$ cat config.mk
export PLATFORM = sky130hd
export DESIGN_NAME = rtwm_mul
export DESIGN_NICKNAME = d
export VERILOG_FILES = /design/src/rtl/rtwm_mul.sv
export SDC_FILE = /design/constraint.sdc
export NUM_CORES = 2
export LEC_CHECK = 0
export ABC_CLOCK_PERIOD_IN_PS = 13900
export CORE_UTILIZATION = 35
export CTS_CLUSTER_DIAMETER = 60
export DETAILED_ROUTE_END_ITERATION = 6
export DONT_BUFFER_PORTS = 1
export GPL_TIMING_DRIVEN = 0
export PLACE_DENSITY_LB_ADDON = 0.3
export REMOVE_ABC_BUFFERS = 1
export SLEW_MARGIN = 20
export SYNTH_ARGS = -nofsm -noshare
export SYNTH_HDL_FRONTEND = slang
export SYNTH_SLANG_ARGS = --single-unit
$ cat constraint.sdc
create_clock -name i_clk -period 13.9 [get_ports i_clk]
set_clock_uncertainty 0.1 [all_clocks]
set_input_delay 2.78 -clock i_clk [delete_from_list [all_inputs] [get_ports i_clk]]
set_output_delay 2.78 -clock i_clk [all_outputs]
set_load 0.01 [all_outputs]
$ cat src/rtl/rtwm_mul.sv
// rtwm_mul: 64x64 unsigned multiplier built from four 32x32 partial products.
// Standalone; the top level shares it between both query multiplies.
`default_nettype none
module rtwm_mul (
    input  wire logic         i_clk,
    input  wire logic         i_rst_n,
    input  wire logic         i_start,
    input  wire logic [63:0]  i_a,
    input  wire logic [63:0]  i_b,
    output logic              o_done,
    output logic [127:0]      o_prod
);
    logic [63:0]  r_a;
    logic [63:0]  r_b;
    logic [127:0] r_acc;
    logic [1:0]   r_step;
    logic         r_busy;
    logic         r_done;
    logic [31:0]  pa;
    logic [31:0]  pb;
    logic [63:0]  pp;
    logic [6:0]   sh;

    assign pa = r_step[0] ? r_a[63:32] : r_a[31:0];
    assign pb = r_step[1] ? r_b[63:32] : r_b[31:0];
    assign pp = pa * pb;
    assign sh = 7'({1'b0, r_step[0]} + {1'b0, r_step[1]}) << 5;

    always_ff @(posedge i_clk) begin
        if (!i_rst_n) begin
            r_busy <= 1'b0;
            r_done <= 1'b0;
            r_step <= '0;
        end else begin
            r_done <= 1'b0;
            if (i_start) begin
                r_a    <= i_a;
                r_b    <= i_b;
                r_acc  <= '0;
                r_step <= '0;
                r_busy <= 1'b1;
            end else if (r_busy) begin
                r_acc  <= r_acc + (128'(pp) << sh);
                r_step <= r_step + 1'b1;
                if (r_step == 2'd3) begin
                    r_busy <= 1'b0;
                    r_done <= 1'b1;
                end
            end
        end
    end

    assign o_done = r_done;
    assign o_prod = r_acc;
endmodule
`default_nettype wire

==> qor.yml <==
status: "finished with violations"
violations: "design-rule violations"
synthCells: 5648
ys_types: 91
ys_ff_latch: 260
fmax_mhz: 74.7
slew-limit-headroom: 0.304
clk_pin_slew_worst_paths_ns: 0.05
drt_iter0_markers: 2920
synth_common_cells: "inv_1 (899), fa_1 (897), nor2_1 (885)"
hold_class: "flip-flop to flip-flop"
die_area_um2: 147000
hold-path-endpoint: "o_done"
drc: 32
antenna_found_initial: 11
reg2reg_slack_ns: 0.51
hold_viol_final: 0
ys_seq_area_frac: 0.153
fin_tns_setup_ns: 0
cts_hold_buf: 0
r2r.worst_path.cells: 39
rows: 139
fin_area_um2: 56200
grt_pass1_wl_mm: 276
initial_core_util: 0.353
cts_buffers: 46
synth_top_area_cell: "fa_1"
cp_data_arrival_time_ns: 13.72
layout.nets: 6907
fillers: 14300
min_period_ns: 13.39
hold_ws_ns: 0.408
fp.dieH_um: 383
port_buffers: 0
viasPerCell: 5.43
cap_violations: 0
grt_overflow_total: 0
slew_viol_final: 0
slowest_stage: "dfxtp_4"
yosysMostFrequentCell: "inv_1"
yosys_warnings: 0
grt_pass1_vias: 42600
worstHoldStart: "r_busy"
cp-start-kind: "flip-flop"
setup_violations: 0
syn_avg_cell_area_um2: 9.00
max_stage_delay_ns: 0.60
hpwl_mm: 150
syn2layout_area_growth_pct: 10.5
ios: 260
cp_max_fo: 29
wl_per_cell_um: 24.7
chipWidth_um: 383
whs_path_depth: 2
synth-edff-count: 256
synth_top_area_frac: 0.353
tightest_slew_ns: 1.04
root_buffer: "clkbuf_16"
clkLatencyLatePin_ns: 0.68
fp.coreArea_um2: 144000
dr_total_vias: 40400
place_area_um2: 54500
cts.path.max_buffers: 3
grt_max_degree: 138
required_ns: 14.23
antenna_left: 0
crit_top_cell: "fa_1"
rr_endpoint: "o_prod[120]"
htree_levels: 2
cts.sinks: 260
rsz0062_at_grt: "no"
synth_area_leaders: "fa_1 (35%), edfxtp_1 (15%), ha_1 (9.6%), inv_1 (6.6%), nor2_1 (6.5%)"
grt_usage: 0.253
gp_congestion: 0.943
regToRegStartpoint: "r_step[1]"
wl_mm: 184
fin_ws_ns: 0.508
async_flop_share: 0
synthFlopType: "edfxtp_1"
layout-drive-gt1-share: 0.0597
path_class: "flip-flop to flip-flop"
syn-cell-area_um2: 50800
cp-end-kind: "flip-flop"
pre_cts_ws_ns: 0.364
fin_crit_sh: 0.963
cts_tree: "yes"
dr.pass1.iters: 7
## cells in the final DEF (no fill, tap or decap), types with 16 or more instances in the layout
| cell | synthesis | final |
|---|---|---|
| xnor2_1 | 97 | 97 |
| a31oi_1 | 24 | 22 |
| buf_16 | 0 | 49 |
| edfxtp_1 | 256 | 256 |
| nor2_1 | 885 | 885 |
| nor3_1 | 43 | 43 |
| mux2_2 | 70 | 68 |
| o22ai_1 | 29 | 29 |
| ha_1 | 391 | 390 |
| o211ai_1 | 16 | 16 |
| o21a_1 | 25 | 24 |
| mux2i_4 | 0 | 58 |
| nor2b_1 | 22 | 22 |
| nand3_1 | 36 | 36 |
| xor2_1 | 72 | 72 |
| nand2b_1 | 21 | 21 |
| inv_1 | 899 | 897 |
| and2_1 | 59 | 58 |
| o21bai_1 | 45 | 45 |
| a21boi_0 | 16 | 16 |
| clkbuf_16 | 0 | 46 |
| o21ai_0 | 127 | 125 |
| a21oi_1 | 253 | 252 |
| a21o_1 | 113 | 113 |
| nand2_1 | 612 | 610 |
| fa_1 | 897 | 897 |
| mux2i_1 | 78 | 18 |
| nand4_1 | 68 | 68 |
## worst max-delay path by stage
stage	startpoint	to	slack, ns	cells after the start
2_1_floorplan	r_step[1]	o_prod[119]	1.20	38
3_3_place_gp	r_step[1]	o_prod[119]	-4.05	35
3_5_place_dp	r_step[1]	o_prod[119]	0.36	38
4_1_cts	r_step[1]	o_prod[119]	0.29	38
5_1_grt	r_step[1]	o_prod[125]	0.001	39
6_report	r_step[1]	o_prod[120]	0.51	39
## logic make-up (layout without fill, tap and decap cells)
group | after synthesis | in the layout | synth area share
and+or+nand+nor | 1823 | 1823 | 0.150
adders and majority gates | 1288 | 1288 | 0.449
buffers and inverters | 1178 | 1055 | 0.0872
AOI/OAI and AO/OA | 777 | 777 | 0.0990
DFF | 260 | 260 | 0.153
xor gates and xnor gates | 169 | 169 | 0.0291
muxes | 153 | 153 | 0.0321
other | 0 | 10 | 0
## what timing repair did
item	CTS	global route
resized for setup	0	8
buffers inserted	0	7
endpoints found under the setup margin	0	21
## final cells by class
cell class,instances,area (um^2),area share
diodes,10,25.0,0.000445
flip-flops and latches,260,7770,0.138
repair buffers,71,1640,0.0292
clock inverters,35,402,0.00715
inverters,899,3370,0.0601
well taps,1903,2380,0.0424
multi-input cells,4210,39400,0.702
clock buffers,50,1170,0.0208
## metrics by stage
stage / std cells / utilization
2_1_floorplan: 5369 / -
4_1_cts: 7421 / 0.390
5_1_grt: 7428 / 0.390
3_5_place_dp: 7336 / 0.379
3_3_place_gp: 7272 / 0.363
6_report: 7438 / 0.391
## critical path, delay by kind of cell (launching register included)
kind / cells / cell delay, ns
muxes: 3 / 1.24
adders and majority gates: 10 / 5.01
buffers and inverters: 5 / 1.00
and+or+nand+nor: 6 / 1.07
DFF: 1 / 0.60
xor gates and xnor gates: 1 / 0.30
AOI/OAI and AO/OA: 14 / 3.76
## flip-flops by register name, indices dropped and copies added, names as in the netlist
register / flops
r_a: 64
o_prod: 128
r_b: 64
r_busy: 1
o_done: 1
r_step: 2
## metal layers
metal | routed length (um) | vias to the layer above | GRT usage
li1 | - | 17800 | -
met1 | 71900 | 20600 | 0.315
met2 | 84000 | 1668 | 0.403
met3 | 18800 | 339 | 0.0787
met4 | 8750 | 14 | 0.106
met5 | 87 | - | 0
Power is not shown: default switching activity piles up to over one toggle a cycle in this logic, so the estimate is an artifact.
