$ cat src/rtl/rtwm_pkg.sv
// rtwm_pkg: shared types, codes and sizes for the ramped-rate time warp map.
// Used by rtwm_div, the top level and rtwm_chk; depends on nothing.
`default_nettype none
package rtwm_pkg;

    localparam int MAX_SEGMENTS_DEF = 16;

    // divider: 81-bit dividend (span << 17), 64-bit divisor
    localparam int DIV_DW = 81;
    localparam int DIV_VW = 64;
    localparam int DIV_CW = $clog2(DIV_DW + 1);

    localparam logic [1:0] KIND_CLEAR  = 2'd0;
    localparam logic [1:0] KIND_APPEND = 2'd1;
    localparam logic [1:0] KIND_QUERY  = 2'd2;

    localparam logic [2:0] ST_OK      = 3'd0;
    localparam logic [2:0] ST_INVALID = 3'd1;
    localparam logic [2:0] ST_OVF     = 3'd2;
    localparam logic [2:0] ST_ORDER   = 3'd3;
    localparam logic [2:0] ST_FULL    = 3'd4;

    typedef struct packed {
        logic [1:0]         kind;
        logic [19:0]        rate_start;
        logic [19:0]        rate_end;
        logic signed [63:0] source_start;
        logic signed [63:0] source_end;
        logic signed [63:0] output_start;
        logic signed [63:0] query_time;
    } t_in;

    typedef struct packed {
        logic signed [63:0] source_frame;
        logic [2:0]         status;
        logic [4:0]         segment_count;
    } t_out;

    typedef struct packed {
        logic [19:0]        rate_start;
        logic [19:0]        rate_end;
        logic signed [63:0] source_start;
        logic signed [63:0] source_end;
        logic signed [63:0] output_start;
        logic signed [63:0] output_end;
        logic signed [47:0] rate_slope;
    } t_seg;

endpackage
`default_nettype wire

$ cat src/rtl/rtwm_div.sv
// rtwm_div: restoring unsigned divider, one quotient bit per cycle.
// Depends on rtwm_pkg for its widths.
`default_nettype none
module rtwm_div (
    input  wire logic                        i_clk,
    input  wire logic                        i_rst_n,
    input  wire logic                        i_start,
    input  wire logic [rtwm_pkg::DIV_DW-1:0] i_dividend,
    input  wire logic [rtwm_pkg::DIV_VW-1:0] i_divisor,
    output logic                             o_done,
    output logic [rtwm_pkg::DIV_DW-1:0]      o_quot
);
    logic [rtwm_pkg::DIV_VW-1:0] r_rem;
    logic [rtwm_pkg::DIV_DW-1:0] r_quo;
    logic [rtwm_pkg::DIV_VW-1:0] r_den;
    logic [rtwm_pkg::DIV_CW-1:0] r_cnt;
    logic                        r_busy;
    logic                        r_done;
    logic [rtwm_pkg::DIV_VW:0]   trial;
    logic [rtwm_pkg::DIV_VW:0]   diff;
    logic                        fits;

    assign trial = {r_rem, r_quo[rtwm_pkg::DIV_DW-1]};
    assign diff  = trial - {1'b0, r_den};
    assign fits  = trial >= {1'b0, r_den};

    always_ff @(posedge i_clk) begin
        if (!i_rst_n) begin
            r_busy <= 1'b0;
            r_done <= 1'b0;
            r_cnt  <= '0;
        end else begin
            r_done <= 1'b0;
            if (i_start) begin
                r_rem  <= '0;
                r_quo  <= i_dividend;
                r_den  <= i_divisor;
                r_cnt  <= rtwm_pkg::DIV_CW'(rtwm_pkg::DIV_DW);
                r_busy <= 1'b1;
            end else if (r_busy) begin
                r_rem <= fits ? diff[rtwm_pkg::DIV_VW-1:0] : trial[rtwm_pkg::DIV_VW-1:0];
                r_quo <= {r_quo[rtwm_pkg::DIV_DW-2:0], fits};
                r_cnt <= r_cnt - 1'b1;
                if (r_cnt == rtwm_pkg::DIV_CW'(1)) begin
                    r_busy <= 1'b0;
                    r_done <= 1'b1;
                end
            end
        end
    end

    assign o_done = r_done;
    assign o_quot = r_quo;
endmodule
`default_nettype wire

$ cat config.mk
export PLATFORM = sky130hd
export DESIGN_NAME = rtwm_div
export DESIGN_NICKNAME = d
export VERILOG_FILES = /design/src/rtl/rtwm_pkg.sv /design/src/rtl/rtwm_div.sv
export SDC_FILE = /design/constraint.sdc
export NUM_CORES = 1
export LEC_CHECK = 0
export BUFFER_PORTS_ARGS = -buffer_cell sky130_fd_sc_hd__buf_2
export CAP_MARGIN = 20
export CORE_ASPECT_RATIO = 1.4
export CORE_UTILIZATION = 35
export DETAILED_ROUTE_END_ITERATION = 7
export REMOVE_ABC_BUFFERS = 1
export SYNTH_ARGS = -nofsm -noshare
export SYNTH_HDL_FRONTEND = slang
export SYNTH_SLANG_ARGS = --single-unit
$ cat constraint.sdc
create_clock -name i_clk -period 5.83 [get_ports i_clk]
set_clock_uncertainty 0.2 [all_clocks]
set_input_delay 1.166 -clock i_clk [delete_from_list [all_inputs] [get_ports i_clk]]
set_output_delay 1.166 -clock i_clk [all_outputs]
set_load 0.005 [all_outputs]
==> flow_summary.toml <==
[place]
place_ws_ns = 1.667
io_buffer_count = 229
place.gp.congestion = 0.9061
dp_hpwl_um = 23780
placed_cell_area_um2 = 14430

[cts]
post_cts_resized = 0
postCtsSetupRepairBufs = 0
cts-htree-levels = 1
cts_hold_buf = 0
clk_path_buf_depth = 3
cts_tree = "done"
clkTransAtPathRegs_ns = 0.06
cts_sinks = 218
cts_buffers = 26
root_buffer = "clkbuf_16"
worstSkewPairLatency_ns = 0.56

[route]
avgRoutedWirePerCell_um = 17.44
finalWirelength_um = 32240
viasPerCell = 5.186
drt-initial-drc-count = 402
ant_nets = 0
dr.pass1.iters = 4
vias = 9588
drcViolationCount = 0

[synthesis]
yosysWarnings = 0
synth_cell_types = 69
synth-seq-cells = 218
async_reset_ff_share_pct = 0
syn_inst = 1159
yosysSeqAreaShare_pct = 50.05
synthFlopType = "edfxtp_1"
synth_edf_count = 209
syn_avg_cell_area_um2 = 11.13
syn_area_um2 = 12900

[floorplan]
initial_core_util_pct = 35.82
die_h_um = 229.2
io_pins = 230
rows = 82
core-area_um2 = 36010
die-area_um2 = 37640
die_w_um = 164.3

[final_layout]
drive_gt1_share_pct = 27.99
final_area_um2 = 15310
nets = 1581
syn2layout_area_growth_pct = 18.65
final_common_cell = "buf_2"
final_cell_mix = "228 x buf_2, 209 x edfxtp_1, 101 x nor2_1"

[worst_setup_path]
rr_startpoint = "r_rem[13]"
path_class = "flip-flop to flip-flop"
crit_path_start_kind = "flip-flop"
reg2reg_to = "r_rem[61]"
crit_arrival_ns = 4.34
crit_path_start = "r_rem[13]"
r2r_cells = 12
end_kind = "flip-flop"
reg2reg_slack_ns = 1.58
worstPathMaxFanout = 48
worstPathRequired_ns = 5.92

[hold_path]
whs_path_depth = 2
hold_start = "r_cnt[1]"
holdPathEnd = "r_cnt[1]"
hold_class = "flip-flop to flip-flop"

[timing]
min_period_ns = 4.249
setup_viol = 0
drv_slew = 0
finalSetupTns_ns = 0
period_share_pct = 72.87
slew_headroom_pct = 37.17
hold_violations = 0
rsz0062_at_grt = "false"
clock.fmax_ghz = 0.2354
worstMarginPinSlew_ns = 0.9425
fin_ws_ns = 1.581
hold-worst-slack_ns = 0.2918

[power_and_ir_drop]
peakVddDrop_mv = 0.2429
p_leak_nw = 6.402
total_power_mw = 4.857
p_per_area_nw_per_um2 = 317.3

[global_route]
grt_max_degree = 83
grt_pass1_vias = 9964
grt_pass1_wl_um = 50570
antenna_found_initial = 1
grtUsageTotal_pct = 16.91
overflow = 0

[flow_run]
maxCapViolations = 0

[run_status]
status = "completed"
-- per-layer routing --
metal / part of all wire, % / up-vias / GRT usage [%] / wire length [µm]
met2: 53 / 269 / 31.28 / 16960
met1: 39 / 4549 / 18.84 / 12580
met5: 0.031 / - / 0 / 10
met4: 3.0 / 2 / 6.134 / 982
met3: 5.3 / 65 / 3.187 / 1714
li1: - / 4703 / - / -
-- synth_stat cells (7+ instances only) --
master | count | area [µm²]
nand3_1 | 17 | 85.08
or3_1 | 7 | 43.79
a211oi_1 | 7 | 52.55
dfxtp_1 | 9 | 180.2
a21o_1 | 45 | 337.8
o21bai_1 | 13 | 97.59
buf_2 | 12 | 60.06
nor2_1 | 101 | 379.1
ha_1 | 66 | 825.8
nor2b_1 | 8 | 50.05
o22ai_1 | 7 | 43.79
xnor2_1 | 36 | 315.3
mux2i_1 | 38 | 380.4
a21oi_1 | 76 | 380.4
o21ai_0 | 39 | 195.2
o21a_1 | 14 | 105.1
mux2_2 | 82 | 923.4
xor2_1 | 24 | 210.2
a211oi_2 | 14 | 175.2
edfxtp_1 | 209 | 6276
inv_1 | 82 | 307.8
nand2b_1 | 9 | 56.30
clkbuf_1 | 36 | 135.1
nor3_1 | 15 | 75.07
a31oi_1 | 9 | 56.30
nand4_1 | 21 | 131.4
o211ai_1 | 7 | 52.55
nand2_1 | 63 | 236.5
-- worst max path at each step --
stage	to	slack, ns	depth (start not counted)
after CTS	r_rem[61]	1.65	12
after floorplan	o_quot[0]	0.69	1
final	r_rem[61]	1.58	12
after detailed placement	r_rem[61]	1.67	12
after global placement	r_rem[8]	1.77	11
after global routing	r_rem[61]	1.26	12
-- where the power goes --
| group | switching, mW | internal (mW) | total [mW] |
|---|---|---|---|
| clock | 0.707 | 0.968 | 1.67 |
| combinational | 0.709 | 0.519 | 1.23 |
| sequential | 0.0637 | 1.89 | 1.95 |
| total | 1.48 | 3.38 | 4.86 |
-- final cells by class --
| cell class | count | area, µm² |
|---|---|---|
| clock buffers | 30 | 665.6 |
| repair buffers | 237 | 1212 |
| fillers | 3481 | 20710 |
| flip-flops and latches | 218 | 6456 |
| clock inverters | 18 | 207.7 |
| multi-input cells | 801 | 5876 |
| inverters | 82 | 307.8 |
| diodes | 1 | 2.502 |
| well taps | 462 | 578.1 |
-- sequential cells by signal, indices dropped and copies added (netlist names) --
signal  flops
o_done      1
o_quot     81
r_busy      1
r_cnt       7
r_den      64
r_rem      64
-- kinds of logic after synthesis --
kind of cell             share of synthesized area [%]
AO/OA/AOI/OAI                                    14.69
XOR/XNOR                                         4.074
adder cells (fa/ha/maj)                          6.557
buffers and inverters                            4.462
flip-flops                                       50.05
multiplexers                                     10.11
AND/OR/NAND/NOR                                  10.06
-- per-stage QoR --
stage / utilization, % / cells
finish: 42.50 / 1849
global route: 42.50 / 1848
CTS: 42.50 / 1848
detailed placement: 40.07 / 1800
global placement: 40.07 / 1800
floorplan: - / 1101
-- worst max-delay path, cell delays in order, from the launching register on --
cell and delay [ns]:
edfxtp_1 0.40, ha_1 0.41, a21oi_1 0.14, o21ai_1 0.26, a32oi_1 0.12, o31ai_1 0.41, a211oi_2 0.11, o31a_2 0.43
o21ai_4 0.39, buf_4 0.64, nor3b_1 0.13, a31oi_1 0.19, o211ai_1 0.10
(Power assumes the default switching activity.)
